--- src/sv/fst_pkg.sv ---
package fst_pkg;

    // Item codes
    localparam logic [1:0] OP_BUTTONS = 2'd0;
    localparam logic [1:0] OP_TICK    = 2'd1;
    localparam logic [1:0] OP_ECHO    = 2'd2;

    // Register indexes
    localparam logic [1:0] REG_PWM_PERIOD  = 2'd0;
    localparam logic [1:0] REG_DIST_LIMIT  = 2'd1;
    localparam logic [1:0] REG_TIMER_LIMIT = 2'd2;
    localparam logic [1:0] REG_TIMER_STEP  = 2'd3;

    // Register reset values
    localparam logic [15:0] PWM_PERIOD_RST  = 16'd16799;
    localparam logic [12:0] DIST_LIMIT_RST  = 13'd300;
    localparam logic [7:0]  TIMER_LIMIT_RST = 8'd12;
    localparam logic [7:0]  TIMER_STEP_RST  = 8'd2;

    // floor(w * 343 / 2000) == (w * DIST_MUL) >> DIST_SHIFT for any 16-bit w
    localparam logic [24:0] DIST_MUL   = 25'd23018341;
    localparam int          DIST_SHIFT = 27;

    // floor(x / 5) == (x * DIV5_MUL) >> DIV5_SHIFT for any 18-bit x
    localparam logic [17:0] DIV5_MUL   = 18'd209716;
    localparam int          DIV5_SHIFT = 20;

    typedef struct packed {
        logic [1:0]  op;
        logic [2:0]  button_levels;
        logic [15:0] echo_width_us;
        logic        echo_ok;
    } t_in_word;

    typedef struct packed {
        logic        fan_running;
        logic [1:0]  speed_now;
        logic [15:0] pwm_compare;
        logic [2:0]  led_rgb;
        logic [7:0]  seconds_left;
        logic        timer_armed;
        logic [13:0] range_mm;
    } t_out_word;

    typedef struct packed {
        logic [1:0]  index;
        logic [15:0] data;
    } t_cfg_word;

endpackage

--- src/sv/fst_ifs.sv ---
interface fst_in_if import fst_pkg::*; ();
    logic     valid;
    logic     ready;
    t_in_word data;

    modport source (output valid, output data, input ready);
    modport sink   (input valid, input data, output ready);
endinterface

interface fst_out_if import fst_pkg::*; ();
    logic      valid;
    logic      ready;
    t_out_word data;

    modport source (output valid, output data, input ready);
    modport sink   (input valid, input data, output ready);
endinterface

interface fst_cfg_if import fst_pkg::*; ();
    logic      valid;
    logic      ready;
    t_cfg_word data;

    modport source (output valid, output data, input ready);
    modport sink   (input valid, input data, output ready);
endinterface

--- src/sv/fan_speed_timer_controller.sv ---
// Fan speed and timer controller.
// i_in carries one word per event: a button sample (three active-low levels,
// power / speed / timer), a one-second tick, or an echo measurement. Every
// accepted word yields exactly one word on o_out showing the fan state after
// that event: power, speed level, PWM compare, LED color, timer count, armed
// flag and the distance computed from an echo.
// i_cfg writes the four registers (PWM period, distance limit, timer limit,
// timer step); it is always ready. The user must write it only while the
// block is idle; the block itself does not enforce this. An accepted word
// lands in the input register; when the result register can advance, one
// pass of logic fills it, and the fan state is updated at that same edge.
// One word is taken every cycle while the receiver keeps up; the echo
// multiply-and-compare into the state registers sets the cycle time.
// When the receiver stalls, the result register holds its word and the input
// register fills; i_in.ready drops only once both are full.
// Reset (synchronous, active low) turns the fan off, clears speed and timer,
// marks all buttons released, empties both registers and restores the
// register defaults.
module fan_speed_timer_controller import fst_pkg::*; (
    input  logic      i_clk,
    input  logic      i_rst_n,
    fst_in_if.sink    i_in,
    fst_out_if.source o_out,
    fst_cfg_if.sink   i_cfg
);

    // Configuration registers
    logic [15:0] r_pwm_period;
    logic [12:0] r_dist_limit;
    logic [7:0]  r_timer_limit;
    logic [7:0]  r_timer_step;

    // Fan state
    logic       r_fan_on, n_fan_on;
    logic [1:0] r_speed, n_speed;
    logic [7:0] r_count, n_count;
    logic       r_tarm, n_tarm;
    logic [2:0] r_prev, n_prev;

    // Pipeline registers
    logic      r_in_v;
    t_in_word  r_in;
    logic      r_out_v;
    t_out_word r_out, n_out;

    logic w_adv;

    // Arithmetic
    logic [17:0] w_p3;
    logic [17:0] w_p4;
    logic [35:0] w_p3_prod;
    logic [35:0] w_p4_prod;
    logic [15:0] w_cmp1;
    logic [15:0] w_cmp2;
    logic [40:0] w_dist_prod;
    logic [13:0] w_dist;

    // Advance the result register when it is empty or being taken
    assign w_adv       = !r_out_v || o_out.ready;
    assign i_in.ready  = !r_in_v || w_adv;
    assign o_out.valid = r_out_v;
    assign o_out.data  = r_out;
    assign i_cfg.ready = 1'b1;

    always_ff @(posedge i_clk) begin
        if (!i_rst_n) begin
            r_pwm_period  <= PWM_PERIOD_RST;
            r_dist_limit  <= DIST_LIMIT_RST;
            r_timer_limit <= TIMER_LIMIT_RST;
            r_timer_step  <= TIMER_STEP_RST;
        end else if (i_cfg.valid) begin
            case (i_cfg.data.index)
                REG_PWM_PERIOD:  r_pwm_period  <= i_cfg.data.data;
                REG_DIST_LIMIT:  r_dist_limit  <= i_cfg.data.data[12:0];
                REG_TIMER_LIMIT: r_timer_limit <= i_cfg.data.data[7:0];
                REG_TIMER_STEP:  r_timer_step  <= i_cfg.data.data[7:0];
                default: ;
            endcase
        end
    end

    // Compare values: period*3/5 and period*4/5 by reciprocal multiply
    assign w_p3      = 18'({2'b00, r_pwm_period}) + 18'({r_pwm_period, 1'b0});
    assign w_p4      = {r_pwm_period, 2'b00};
    assign w_p3_prod = 36'(w_p3) * 36'(DIV5_MUL);
    assign w_p4_prod = 36'(w_p4) * 36'(DIV5_MUL);
    assign w_cmp1    = w_p3_prod[DIV5_SHIFT +: 16];
    assign w_cmp2    = w_p4_prod[DIV5_SHIFT +: 16];

    // Distance: width*343/2000, zero on timeout or for other items
    assign w_dist_prod = 41'(r_in.echo_width_us) * 41'(DIST_MUL);
    assign w_dist      = (r_in.op == OP_ECHO && r_in.echo_ok) ?
                         w_dist_prod[DIST_SHIFT +: 14] : 14'd0;

    always_comb begin
        logic [2:0] falls;
        logic [8:0] sum;

        n_fan_on = r_fan_on;
        n_speed  = r_speed;
        n_count  = r_count;
        n_tarm   = r_tarm;
        n_prev   = r_prev;
        falls    = r_prev & ~r_in.button_levels;
        sum      = 9'd0;

        case (r_in.op)
            OP_BUTTONS: begin
                // Edges act in order power, speed, timer
                if (falls[0]) begin
                    if (n_fan_on) begin
                        n_fan_on = 1'b0;
                        n_speed  = 2'd0;
                        n_tarm   = 1'b0;
                        n_count  = 8'd0;
                    end else begin
                        n_fan_on = 1'b1;
                        if (n_speed == 2'd0) begin
                            n_speed = 2'd1;
                        end
                    end
                end
                if (falls[1] && n_fan_on) begin
                    n_speed = (n_speed == 2'd3) ? 2'd1 : n_speed + 2'd1;
                end
                sum = {1'b0, n_count} + {1'b0, r_timer_step};
                if (falls[2] && sum < {1'b0, r_timer_limit}) begin
                    n_count = sum[7:0];
                    n_tarm  = 1'b1;
                end
                n_prev = r_in.button_levels;
            end
            OP_TICK: begin
                if (r_tarm) begin
                    if (r_count != 8'd0) begin
                        n_count = r_count - 8'd1;
                    end else begin
                        n_fan_on = 1'b0;
                        n_speed  = 2'd0;
                        n_tarm   = 1'b0;
                    end
                end
            end
            OP_ECHO: begin
                // Too far away: switch a running fan off
                if (r_fan_on && {1'b0, r_dist_limit} < w_dist) begin
                    n_fan_on = 1'b0;
                    n_speed  = 2'd0;
                    n_tarm   = 1'b0;
                    n_count  = 8'd0;
                end
            end
            default: ;
        endcase

        n_out.fan_running  = n_fan_on;
        n_out.speed_now    = n_speed;
        n_out.seconds_left = n_count;
        n_out.timer_armed  = n_tarm;
        n_out.range_mm     = w_dist;
        case (n_speed)
            2'd1: begin
                n_out.pwm_compare = w_cmp1;
                n_out.led_rgb     = 3'b001;
            end
            2'd2: begin
                n_out.pwm_compare = w_cmp2;
                n_out.led_rgb     = 3'b010;
            end
            2'd3: begin
                n_out.pwm_compare = r_pwm_period;
                n_out.led_rgb     = 3'b100;
            end
            default: begin
                n_out.pwm_compare = 16'd0;
                n_out.led_rgb     = 3'b000;
            end
        endcase
    end

    always_ff @(posedge i_clk) begin
        if (!i_rst_n) begin
            r_in_v   <= 1'b0;
            r_out_v  <= 1'b0;
            r_fan_on <= 1'b0;
            r_speed  <= 2'd0;
            r_count  <= 8'd0;
            r_tarm   <= 1'b0;
            r_prev   <= 3'b111;
        end else begin
            // Take a new word whenever the input register frees up
            if (i_in.ready) begin
                r_in_v <= i_in.valid;
            end
            if (w_adv) begin
                r_out_v <= r_in_v;
            end
            // Commit the state together with the result word
            if (w_adv && r_in_v) begin
                r_fan_on <= n_fan_on;
                r_speed  <= n_speed;
                r_count  <= n_count;
                r_tarm   <= n_tarm;
                r_prev   <= n_prev;
            end
        end
    end

    always_ff @(posedge i_clk) begin
        if (i_in.ready && i_in.valid) begin
            r_in <= i_in.data;
        end
        if (w_adv && r_in_v) begin
            r_out <= n_out;
        end
    end

endmodule

--- src/flat_wrapper.sv ---
// flat-port wrapper written by rule: the top's interface ports become plain ports
module fan_speed_timer_controller_flat import fst_pkg::*;
  (i_clk, i_rst_n, i_in_valid, i_in_data, i_in_ready, o_out_valid, o_out_data, o_out_ready, i_cfg_valid, i_cfg_data, i_cfg_ready);
  fst_in_if i_in_i ();
  fst_out_if o_out_i ();
  fst_cfg_if i_cfg_i ();
  input  logic i_clk;
  input  logic i_rst_n;
  input wire logic [$bits(i_in_i.valid)-1:0] i_in_valid;
  input wire logic [$bits(i_in_i.data)-1:0] i_in_data;
  output wire logic [$bits(i_in_i.ready)-1:0] i_in_ready;
  output wire logic [$bits(o_out_i.valid)-1:0] o_out_valid;
  output wire logic [$bits(o_out_i.data)-1:0] o_out_data;
  input wire logic [$bits(o_out_i.ready)-1:0] o_out_ready;
  input wire logic [$bits(i_cfg_i.valid)-1:0] i_cfg_valid;
  input wire logic [$bits(i_cfg_i.data)-1:0] i_cfg_data;
  output wire logic [$bits(i_cfg_i.ready)-1:0] i_cfg_ready;
  assign i_in_i.valid = i_in_valid;
  assign i_in_i.data = i_in_data;
  assign i_in_ready = i_in_i.ready;
  assign o_out_valid = o_out_i.valid;
  assign o_out_data = o_out_i.data;
  assign o_out_i.ready = o_out_ready;
  assign i_cfg_i.valid = i_cfg_valid;
  assign i_cfg_i.data = i_cfg_data;
  assign i_cfg_ready = i_cfg_i.ready;
  fan_speed_timer_controller u_core (.i_clk(i_clk), .i_rst_n(i_rst_n), .i_in(i_in_i), .o_out(o_out_i), .i_cfg(i_cfg_i));
endmodule
--- config.mk ---
export PLATFORM = sky130hd
export DESIGN_NAME = fan_speed_timer_controller_flat
export DESIGN_NICKNAME = d
export VERILOG_FILES = /design/src/sv/fst_pkg.sv /design/src/sv/fst_ifs.sv /design/src/sv/fan_speed_timer_controller.sv /design/src/flat_wrapper.sv
export SDC_FILE = /design/constraint.sdc
export NUM_CORES = 1
export LEC_CHECK = 0
export BUFFER_PORTS_ARGS = -buffer_cell sky130_fd_sc_hd__buf_2
export CAP_MARGIN = 20
export CORE_UTILIZATION = 27
export DETAILED_ROUTE_END_ITERATION = 12
export GPL_ROUTABILITY_DRIVEN = 0
export PLACE_DENSITY = 0.5
export SETUP_SLACK_MARGIN = 0.15
export SYNTH_ARGS = -nofsm -noshare
export SYNTH_HDL_FRONTEND = slang
export SYNTH_SLANG_ARGS = --single-unit
--- constraint.sdc ---
create_clock -name i_clk -period 14.2 [get_ports i_clk]
set_input_delay 2.84 -clock i_clk [delete_from_list [all_inputs] [get_ports i_clk]]
set_output_delay 2.84 -clock i_clk [all_outputs]
set_load 0.01 [all_outputs]
==> results.cfg <==
[layout]
fin_util = 0.302
drive_gt1_frac = 0.0806
multi_input_area_sq_um = 17100
final.fill_count = 8417
syn_to_final_growth_pct = 10.2
ff_latch_area_sq_um = 3250
n_antenna_cell = 0
finalNonFillerCells = 3318
layout.nets = 3081

[cts]
root_buffer = clkbuf_16
cts_buffers = 17
cts_tree = yes
htree_levels = 4
cts.sinks = 129
insertion_delay_ns = 0.44
post_cts_resized = 0
ctsLongestPathBuffers = 2
cts_setup_buffers = 0
hold_buffers = 0
clk_pin_slew_ns = 0.07

[logic_synthesis]
ys_types = 90
ys_ff_latch = 129
ys_seq_area_frac = 0.146
synth.area.top_cells = fa_1 (32%), ha_1 (25%), edfxtp_1 (9.0%)
synth_warnings = 0
synth-edff-count = 67
syn-cell-area_sq_um = 22200
synth_top_area_cell = fa_1
synthArstFlopShare = 0
synth_fp_nets = 2988
syn_avg_cell_area_sq_um = 10.3
syn_inst = 2152
synth_ff_type = edfxtp_1
synth_top_area_frac = 0.317

[setup_path]
cp_common_cell = fa_1
cp.arrival_ns = 9.48
cp_slowest_stage_delay_ns = 0.89
ff2ff_path_depth = 30
rrSetupSlack_ns = 4.98
required_ns = 14.45
cp-start-kind = flip-flop
crit_path_end = u_core.o_out.data[26]
r2r_start = u_core.r_in[9]
cp-end-kind = flip-flop
critPathSlowestCell = a31oi_4
rr_endpoint = u_core.o_out.data[26]
path_class = flip-flop to flip-flop
setup.worst_path.start = u_core.r_in[9]
crit_fanout = 28

[sta]
tns_ns = 0
holdWs_ns = 0.466
slew_viol_final = 0
finalHoldViolCount = 0
rsz0062_at_grt = no
final.min_clock_period_ns = 9.22
skew_ns = 0.0128
maxSlewHeadroom = 0.301
min_period_over_period = 0.650
worstMarginPinSlew_ns = 1.05
setup_viol = 0
fmax_mhz = 108

[routing]
wl_met3_um = 1580
via_per_inst = 4.60
dr.first_iter.drc_count = 786
drt-total-wl_um = 59800
wl_per_cell_um = 18.0
ant_nets = 0
dr_wl_met2_um = 29900
wl_met1_um = 27300
firstDrtPassIters = 5
num_vias = 15275
top_layer = met4
route.detailed.drc = 0

[place]
place_inst = 3285
io_buffers = 91
hpwlAfterDp_um = 52100

[grt]
antenna_found_initial = 1
track_usage = 0.148
grt_pass1_vias = 16477
grt_max_degree = 49
grt_overflow_total = 0
grt_pass1_wl_um = 94800

[hold_path]
hold_path.class = flip-flop to flip-flop

[die]
pin_count = 93
fp.dieW_um = 289
fp.dieH_um = 289
start_util = 0.274
core_sq_um = 81100
die-area_sq_um = 83500
fp-row-count = 104

[run]
drv_cap = 0

[run_status]
outcome = complete, no violations
[per-layer routing]
layer,vias up,GRT usage
met2,296,0.263
met1,7651,0.194
li1,7274,-
met5,-,0
met4,0,0.0336
met3,54,0.0116
[layout make-up]
cell class / count / area share
Clock inverter: 15 / 0.00658
Multi-Input combinational cell: 1533 / 0.697
Timing Repair Buffer: 100 / 0.0215
Tap cell: 1060 / 0.0541
Sequential cell: 129 / 0.133
Clock buffer: 17 / 0.0174
Inverter: 464 / 0.0712
[logic make-up (layout without fill, tap and decap cells)]
| kind of cell | after synthesis | after routing | synth area share |
|---|---|---|---|
| AO/OA/AOI/OAI | 294 | 294 | 0.0872 |
| adder cells (fa/ha/maj) | 791 | 791 | 0.564 |
| buffers and inverters | 490 | 596 | 0.0860 |
| multiplexers | 30 | 30 | 0.0138 |
| AND/OR/NAND/NOR | 340 | 340 | 0.0723 |
| XOR/XNOR | 77 | 77 | 0.0303 |
| other | 1 | 1 | 0.000169 |
| flip-flops | 129 | 129 | 0.146 |
[synthesized netlist by cell type (all sizes together), types with 3 or more instances]
cell type  count
xor2          31
nand4         15
nand3         43
a211oi        12
o21ai         55
dfxtp         62
o21a           8
o2111ai        4
a311oi         3
a211o          3
o211ai        10
and2          12
o31ai          4
clkbuf        16
ha           439
nor3          15
nor2          49
buf            9
nand2b        13
mux2           6
or2            6
a21o          19
xnor2         46
nor4b          3
inv          463
edfxtp        67
or3            3
and3           8
o22ai         11
nor2b          5
a31o          10
o21bai         5
fa           352
mux2i         24
a31oi         11
o221ai         4
a21oi        112
nand2        156
[state kept, by name, summed over array words and instances (netlist names)]
name,count
u_core.o_out.data,45
u_core.o_out.valid,1
u_core.r_count,8
u_core.r_dist_limit,13
u_core.r_fan_on,1
u_core.r_in,22
u_core.r_in_v,1
u_core.r_prev,3
u_core.r_pwm_period,16
u_core.r_speed,2
u_core.r_tarm,1
u_core.r_timer_limit,8
u_core.r_timer_step,8
[stage by stage]
stage / worst slack [ns] / area, sq um
after floorplan: 6.52 / 22200
after global placement: 5.07 / 23900
after detailed placement: 4.95 / 23900
after CTS: 4.92 / 24500
after global routing: 4.31 / 24500
final: 4.98 / 24500
[cell usage in the layout (no fill, tap or decap), drive strengths merged, types with 12 or more instances in the layout]
cell / instances
a21o: 19
nor3: 15
xor2: 31
nand3: 43
nor2: 49
fa: 352
mux2i: 24
o21ai: 55
nand2: 156
a21oi: 112
buf: 100
ha: 439
inv: 476
dfxtp: 62
a211oi: 12
nand2b: 13
edfxtp: 67
xnor2: 46
clkbuf: 17
nand4: 15
and2: 12
[how the worst min path moves through the flow]
stage / start / to / depth (start not counted)
after floorplan: u_core.r_prev[2] / u_core.r_prev[2] / 2
after global placement: u_core.r_prev[0] / u_core.r_prev[0] / 2
after detailed placement: u_core.r_timer_limit[0] / u_core.r_timer_limit[0] / 2
after CTS: u_core.r_timer_limit[0] / u_core.r_timer_limit[0] / 2
after global routing: u_core.r_timer_limit[6] / u_core.r_timer_limit[6] / 2
final: u_core.r_dist_limit[6] / u_core.r_dist_limit[6] / 2
[worst max-delay path, delay by kind of cell (launching register included)]
family	cells	cell delay (ns)
fa+ha+maj	8	3.80
simple gates	9	1.77
compound gates	8	2.41
flops	1	0.58
buf+inv	4	0.25
xor+xnor	1	0.18
Power is left out: the tool's default activity adds up to more than one toggle a clock period on the data nets, which glitch-free logic cannot reach.
